## config.mk

```make
export PLATFORM = sky130hd
export DESIGN_NAME = jtag_sequence_shifter_core
export DESIGN_NICKNAME = d
export VERILOG_FILES = /design/src/rtl/core/jss_pkg.sv /design/src/rtl/core/jtag_sequence_shifter_core.sv /design/src/rtl/core/jss_step.sv
export SDC_FILE = /design/constraint.sdc
export NUM_CORES = 1
export LEC_CHECK = 0
export BUFFER_PORTS_ARGS = -buffer_cell sky130_fd_sc_hd__buf_2
export CORE_UTILIZATION = 35
export DETAILED_ROUTE_END_ITERATION = 16
export PLACE_DENSITY = 0.49
export SYNTH_ARGS = -nofsm -noshare
export SYNTH_HDL_FRONTEND = slang
export SYNTH_SLANG_ARGS = --single-unit
```

## constraint.sdc

```tcl
create_clock -name clk -period 2.5 [get_ports clk]
set_clock_uncertainty 0.05 [all_clocks]
set_input_delay 0.125 -clock clk [delete_from_list [all_inputs] [get_ports clk]]
set_output_delay 0.125 -clock clk [all_outputs]
set_load 0.02 [all_outputs]
```

## src/rtl/core/jss_pkg.sv

```systemverilog
`default_nettype none

package jss_pkg;

    typedef enum logic [1:0] {
        PH_COUNT,
        PH_INFO,
        PH_DATA,
        PH_SHIFT
    } phase_t;

    localparam logic [6:0] FULL_LEN  = 7'd64;
    localparam logic [6:0] BYTE_LEN  = 7'd8;
    localparam logic [3:0] BYTE_BITS = 4'd8;
    localparam logic [2:0] CAP_LAST  = 3'd7;

    typedef struct packed {
        phase_t      phase;
        logic [7:0]  sequences_left;
        logic [6:0]  bits_left;
        logic        tms_level;
        logic        capture_on;
        logic [7:0]  data_shift;
        logic [3:0]  bits_in_data;
        logic [7:0]  capture_acc;
        logic [2:0]  capture_pos;
    } state_t;

    localparam state_t STATE_RESET = '{
        phase:          PH_COUNT,
        sequences_left: 8'd0,
        bits_left:      7'd0,
        tms_level:      1'b0,
        capture_on:     1'b0,
        data_shift:     8'd0,
        bits_in_data:   4'd0,
        capture_acc:    8'd0,
        capture_pos:    3'd0
    };

    typedef struct packed {
        logic        tck_pulse;
        logic        tms;
        logic        tdi;
        logic        response_valid;
        logic [7:0]  response_byte;
        logic        byte_refused;
        logic        done_res;
        logic        need_byte;
    } result_t;

endpackage

`default_nettype wire

```

## src/rtl/core/jtag_sequence_shifter_core.sv

```systemverilog
// jtag sequence shifter: runs the body of a jtag sequence command
// input channel (in_valid/in_ready): one beat is either a request byte (operation 0:
//   sequence count, info byte, tdi data bytes) or a bit tick (operation 1) carrying
//   the tdo level sampled at that tick
// output channel (out_valid/out_ready): exactly one result beat per input beat, in
//   order, giving the tck pulse with its tms/tdi levels, a packed tdo response byte
//   when one completes, the refused and done flags, and whether a request byte is
//   expected next
// the accepted input beat is registered, then one pass of the step logic updates the
//   engine state and loads the result register, which drives the output
// throughput: one beat per cycle while the receiver does not stall, set by the single state update per beat
// when the receiver stalls, the result register holds, the input register fills
//   behind it and in_ready drops; no beat is lost or repeated
// reset clears the engine to wait for a sequence count and empties both registers
`default_nettype none

module jtag_sequence_shifter_core
(
    input  wire        clk,
    input  wire        rst_n,
    input  wire        in_valid,
    output logic       in_ready,
    input  wire        operation,
    input  wire [7:0]  request_byte,
    input  wire        tdo_sample,
    output logic       out_valid,
    input  wire        out_ready,
    output logic       tck_pulse,
    output logic       tms,
    output logic       tdi,
    output logic       response_valid,
    output logic [7:0] response_byte,
    output logic       byte_refused,
    output logic       done_res,
    output logic       need_byte
);

    logic              in_valid_reg;
    logic              operation_reg;
    logic [7:0]        request_byte_reg;
    logic              tdo_sample_reg;
    logic              out_valid_reg;
    logic              advance;
    jss_pkg::state_t   state_reg;
    jss_pkg::state_t   state_next;
    jss_pkg::result_t  result_reg;
    jss_pkg::result_t  result_next;

    assign advance  = in_valid_reg && (!out_valid_reg || out_ready);
    assign in_ready = !in_valid_reg || advance;

    jss_step u_step
    (
        .state        (state_reg),
        .operation    (operation_reg),
        .request_byte (request_byte_reg),
        .tdo_sample   (tdo_sample_reg),
        .state_next   (state_next),
        .result       (result_next)
    );

    always_ff @(posedge clk or negedge rst_n)
    begin
        if (!rst_n)
        begin
            in_valid_reg  <= 1'b0;
            out_valid_reg <= 1'b0;
            state_reg     <= jss_pkg::STATE_RESET;
        end
        else
        begin
            if (in_ready)
                in_valid_reg <= in_valid;
            if (advance)
            begin
                out_valid_reg <= 1'b1;
                state_reg     <= state_next;
            end
            else if (out_ready)
            begin
                out_valid_reg <= 1'b0;
            end
        end
    end

    // payload registers
    always_ff @(posedge clk)
    begin
        if (in_ready && in_valid)
        begin
            operation_reg    <= operation;
            request_byte_reg <= request_byte;
            tdo_sample_reg   <= tdo_sample;
        end
        if (advance)
            result_reg <= result_next;
    end

    assign out_valid      = out_valid_reg;
    assign tck_pulse      = result_reg.tck_pulse;
    assign tms            = result_reg.tms;
    assign tdi            = result_reg.tdi;
    assign response_valid = result_reg.response_valid;
    assign response_byte  = result_reg.response_byte;
    assign byte_refused   = result_reg.byte_refused;
    assign done_res       = result_reg.done_res;
    assign need_byte      = result_reg.need_byte;

endmodule

`default_nettype wire

```

## src/rtl/core/jss_step.sv

```systemverilog
`default_nettype none

module jss_step
(
    input  wire jss_pkg::state_t  state,
    input  wire                   operation,
    input  wire [7:0]             request_byte,
    input  wire                   tdo_sample,
    output jss_pkg::state_t       state_next,
    output jss_pkg::result_t      result
);

    always_comb
    begin
        logic [6:0] len;
        logic [7:0] acc;
        state_next = state;
        result     = '0;
        len        = {1'b0, request_byte[5:0]};
        acc        = state.capture_acc;

        if (!operation)
        begin
            case (state.phase)
                jss_pkg::PH_COUNT:
                begin
                    state_next.sequences_left = request_byte;
                    if (request_byte == 8'd0)
                        result.done_res = 1'b1;
                    else
                        state_next.phase = jss_pkg::PH_INFO;
                end
                jss_pkg::PH_INFO:
                begin
                    state_next.bits_left   = (len == 7'd0) ? jss_pkg::FULL_LEN : len;
                    state_next.tms_level   = request_byte[6];
                    state_next.capture_on  = request_byte[7];
                    state_next.capture_acc = 8'd0;
                    state_next.capture_pos = 3'd0;
                    state_next.phase       = jss_pkg::PH_DATA;
                end
                jss_pkg::PH_DATA:
                begin
                    state_next.data_shift   = request_byte;
                    state_next.bits_in_data = (state.bits_left < jss_pkg::BYTE_LEN)
                                              ? state.bits_left[3:0] : jss_pkg::BYTE_BITS;
                    state_next.phase        = jss_pkg::PH_SHIFT;
                end
                default:
                begin
                    result.byte_refused = 1'b1;
                end
            endcase
        end
        else if (state.phase == jss_pkg::PH_SHIFT)
        begin
            result.tck_pulse      = 1'b1;
            result.tms            = state.tms_level;
            result.tdi            = state.data_shift[0];
            state_next.data_shift = {1'b0, state.data_shift[7:1]};
            if (state.bits_in_data != 4'd0)
                state_next.bits_in_data = state.bits_in_data - 4'd1;
            if (state.bits_left != 7'd0)
                state_next.bits_left = state.bits_left - 7'd1;

            if (state.capture_on)
            begin
                acc = state.capture_acc | (8'(tdo_sample) << state.capture_pos);
                if (state.capture_pos == jss_pkg::CAP_LAST)
                begin
                    result.response_valid  = 1'b1;
                    result.response_byte   = acc;
                    state_next.capture_acc = 8'd0;
                    state_next.capture_pos = 3'd0;
                end
                else
                begin
                    state_next.capture_acc = acc;
                    state_next.capture_pos = state.capture_pos + 3'd1;
                end
            end

            if (state_next.bits_left == 7'd0)
            begin
                // flush a partial capture byte at sequence end
                if (state.capture_on && state_next.capture_pos != 3'd0)
                begin
                    result.response_valid  = 1'b1;
                    result.response_byte   = state_next.capture_acc;
                    state_next.capture_acc = 8'd0;
                    state_next.capture_pos = 3'd0;
                end
                state_next.bits_in_data = 4'd0;
                if (state.sequences_left != 8'd0)
                    state_next.sequences_left = state.sequences_left - 8'd1;
                if (state_next.sequences_left == 8'd0)
                begin
                    result.done_res  = 1'b1;
                    state_next.phase = jss_pkg::PH_COUNT;
                end
                else
                begin
                    state_next.phase = jss_pkg::PH_INFO;
                end
            end
            else if (state_next.bits_in_data == 4'd0)
            begin
                state_next.phase = jss_pkg::PH_DATA;
            end
        end

        result.need_byte = (state_next.phase != jss_pkg::PH_SHIFT);
    end

endmodule

`default_nettype wire

```

==> impl_results.rst <==
.. list-table::
   :header-rows: 1

   * - Metric
     - Value
   * - Status
     - complete, no violations
   * - Final nets
     - 446
   * - P&R area growth vs syn
     - 23.0%
   * - Overflow left after global routing
     - 0
   * - Worst EP arrival
     - 2.58 ns
   * - Slew Limit Headroom
     - 0.574
   * - Critical Path Start Type
     - register
   * - Gate Count Post-Synth
     - 367
   * - Combinational Power Share
     - 0.438
   * - Number of flops mapped to enable cells by yosys
     - 25
   * - Number of unique standard cell types used by synthesis
     - 59
   * - Global-route wire length before repair
     - 14.3 mm
   * - Residual antenna-violating net count after detailed routing
     - 0
   * - Num Clock Sinks
     - 69
   * - Largest net degree at the start of global routing
     - 45
   * - Pwr per Cell Area
     - 1170 mW/mm²
   * - Clock tree root driver cell
     - sky130_fd_sc_hd__clkbuf_8
   * - Number of DRC markers in iteration 0
     - 113
   * - Most instantiated flip-flop cell in the synthesis netlist
     - sky130_fd_sc_hd__dfrtp_1
   * - Number of setup violations in the final report
     - 0
   * - Max-capacitance violation count
     - 0
   * - Number of iterations in the first detailed-routing pass
     - 5
   * - CTS tree
     - done
   * - Number of warning messages in the yosys log
     - 0
   * - Synthesized Nets
     - 386
   * - Proportion of register bits with asynchronous set or reset after synthesis
     - 0.638
   * - Number of fill cells
     - 989
   * - Dominant cells by area after synthesis
     - sky130_fd_sc_hd__dfrtp_1, sky130_fd_sc_hd__edfxtp_1, sky130_fd_sc_hd__nor2_1
   * - Number of placement rows
     - 36
   * - Vias in the first global route
     - 2796
   * - Total negative slack for setup checks
     - 0 ns
   * - Final hold viol count
     - 0
   * - Storage cell area
     - 0.00185 mm²
   * - GRT Util Overall
     - 0.181
   * - Leakage
     - 0.00187 µW
   * - Total via count in the routed design
     - 2978
   * - Initial standard-cell utilization of the core
     - 0.364
   * - Post-Route Hold Slack
     - 0.0137 ns
   * - Number of CTS-inserted buffers
     - 9
   * - Switching power
     - 2060 µW
   * - Switching portion of total power
     - 0.401
   * - Cell area after synthesis
     - 0.00357 mm²
   * - Maximum fanout along the worst path
     - 5
   * - Fraction of the yosys area taken by sequential cells
     - 0.518
   * - Worst path required time
     - 2.74 ns
   * - Synth top area share
     - 0.308
   * - Peak clock frequency supported by timing
     - 0.428 GHz
   * - HP Class
     - in2reg
   * - Die Outline Area
     - 0.0106 mm²
   * - Final-report max-slew violation count
     - 0
   * - IO Count
     - 31
   * - H-Tree Level Count
     - 3
   * - Antenna violations before repair
     - 0
   * - Vias/cell
     - 5.27
   * - Unrepaired setup endpoints after global routing
     - true
   * - Die span in x
     - 103 µm
   * - Min Clock Period, post-route
     - 2.34 ns
   * - Total internal power
     - 3070 µW
   * - Sequential power share
     - 0.340
   * - Critical path endpoint category
     - register
   * - Critical path class
     - reg2reg
   * - Cell accounting for the most synthesized area
     - sky130_fd_sc_hd__dfrtp_1
   * - Detailed-route wire length per cell
     - 15.7 µm
   * - Flip-flop count of the largest register, all copies and words added
     - 42
   * - Clock network power share
     - 0.222
   * - Commonest cells post-synth
     - sky130_fd_sc_hd__dfrtp_1, sky130_fd_sc_hd__nor2_1, sky130_fd_sc_hd__nand2_1
   * - Antenna Diode Count
     - 0
   * - Half-perimeter wire length after placement
     - 6.30 mm
   * - Final routed DRC violation total
     - 0
   * - Period Utilization, post-route
     - 0.935
   * - Clk slew on worst S/H paths
     - 0.08 ns
   * - CORE AREA
     - 0.00982 mm²
   * - Maximum clock path buffer count
     - 2
   * - Maximum vdd ir drop
     - 435 µV
   * - Transition time at the pin with the least slew margin
     - 0.639 ns
   * - Die height
     - 103 µm
   * - Multi-input gate area
     - 0.00162 mm²
   * - Proportion of layout cells with a drive suffix above 1
     - 0.211
   * - Aggregate routed wire length
     - 8.89 mm
   * - Final RePlAce weighted congestion
     - 0.835
   * - Most common cell in the synthesized netlist
     - sky130_fd_sc_hd__dfrtp_1
   * - Number of flip-flops and latches in the synthesized netlist
     - 69
   * - Number of input and output port buffers inserted
     - 30
   * - Average cell area after synthesis
     - 9.74 µm²
   * - Clk_lat worst skew
     - 0.35 ns
==> critical path, cell delays in order (launching register included) <==
cell                       delay [ns]
sky130_fd_sc_hd__dfrtp_1         0.38
sky130_fd_sc_hd__ha_1            0.21
sky130_fd_sc_hd__ha_1            0.29
sky130_fd_sc_hd__nand2b_1        0.14
sky130_fd_sc_hd__o32ai_1         0.22
sky130_fd_sc_hd__a221oi_4        0.15
sky130_fd_sc_hd__nor4_1          0.57
sky130_fd_sc_hd__a31oi_1         0.16
sky130_fd_sc_hd__nor2_1          0.10
==> timing repair <==
| item | CTS | global route |
|---|---|---|
| hold buffers | 12 | 0 |
| gates resized for setup | 0 | 5 |
| setup endpoints to repair | 0 | 13 |
| setup buffers | 0 | 0 |
| endpoints found under the hold margin | 55 | 0 |
==> final cells by class <==
type / instances / area share
clock buffer: 9 / 0.0282
clock inverter: 7 / 0.0276
inverter: 14 / 0.0120
multi-input combinational: 266 / 0.369
sequential: 69 / 0.421
tap: 133 / 0.0378
timing repair buffer: 67 / 0.104
==> worst paths after layout <==
path / endpoint / slack (ns) / from / cells past startpoint
worst max-delay path: state_reg[10]$_DFFE_PN0P_ / 0.16 / state_reg[0]$_DFFE_PN0P_ / 8
worst min register to register: state_reg[15]$_DFFE_PN0P_ / 0.42 / state_reg[15]$_DFFE_PN0P_ / 1
min in group asynchronous: state_reg[20]$_DFFE_PN0P_ / 0.34 / rst_n / 3
max in group asynchronous: state_reg[26]$_DFFE_PN0P_ / 1.62 / rst_n / 3
worst min-delay path: out_valid$_DFFE_PN0P_ / 0.01 / out_ready / 3
worst max register to register: state_reg[10]$_DFFE_PN0P_ / 0.16 / state_reg[0]$_DFFE_PN0P_ / 8
==> cell usage in the layout (no fill, tap or decap), types with 6 or more instances in the layout <==
cell	synthesis	routed
sky130_fd_sc_hd__edfxtp_1	25	25
sky130_fd_sc_hd__nor4_1	6	6
sky130_fd_sc_hd__nand2_1	36	36
sky130_fd_sc_hd__nand3_1	6	6
sky130_fd_sc_hd__buf_4	0	25
sky130_fd_sc_hd__buf_2	6	30
sky130_fd_sc_hd__a21oi_1	28	28
sky130_fd_sc_hd__inv_1	14	14
sky130_fd_sc_hd__nor2b_1	8	8
sky130_fd_sc_hd__a21o_1	6	6
sky130_fd_sc_hd__a31oi_1	10	10
sky130_fd_sc_hd__dfrtp_1	44	43
sky130_fd_sc_hd__dlygate4sd3_1	0	12
sky130_fd_sc_hd__nand2b_1	8	8
sky130_fd_sc_hd__nor3_1	9	9
sky130_fd_sc_hd__o21ai_0	28	28
sky130_fd_sc_hd__nor2_1	43	43
sky130_fd_sc_hd__clkbuf_8	0	9
==> layer usage <==
layer,vias up,part of all wire,routed length [µm],GRT usage
met3,14,0.037,330,0.0468
met2,58,0.48,4230,0.291
met5,-,0,0,0
li1,1459,-,-,-
met4,0,0.017,153,0.0585
met1,1447,0.47,4180,0.240
==> metrics by stage <==
stage / util / power, µW / instances / cell area, µm² / worst slack, ns
global placement: 0.408 / 3910 / 537 / 4000 / 0.144
floorplan: - / 3210 / 367 / 3570 / 0.213
global route: 0.448 / 5500 / 565 / 4400 / -0.00312
finish: 0.448 / 5130 / 565 / 4400 / 0.162
CTS: 0.445 / 5080 / 565 / 4370 / 0.0279
detailed placement: 0.408 / 3920 / 537 / 4000 / 0.0587
==> power groups by stage <==
stage	clock (µW)	sequential [µW]	combinational, µW
finish	1140	1740	2250
detailed placement	0	1750	2160
CTS	1160	1730	2190
global route	1220	1780	2500
floorplan	0	1700	1510
global placement	0	1750	2160
==> kinds of logic (layout without fill, tap and decap cells) <==
| group | Yosys count | after routing | synth area share |
|---|---|---|---|
| AND/OR/NAND/NOR | 138 | 138 | 0.191 |
| AO/OA/AOI/OAI | 112 | 112 | 0.206 |
| flip-flops | 69 | 69 | 0.518 |
| buffers and inverters | 32 | 97 | 0.0357 |
| multiplexers | 9 | 9 | 0.0270 |
| adder cells (fa/ha/maj) | 5 | 5 | 0.0175 |
| XOR/XNOR | 2 | 2 | 0.00490 |
Note: power is estimated with default switching activity, not from simulation.
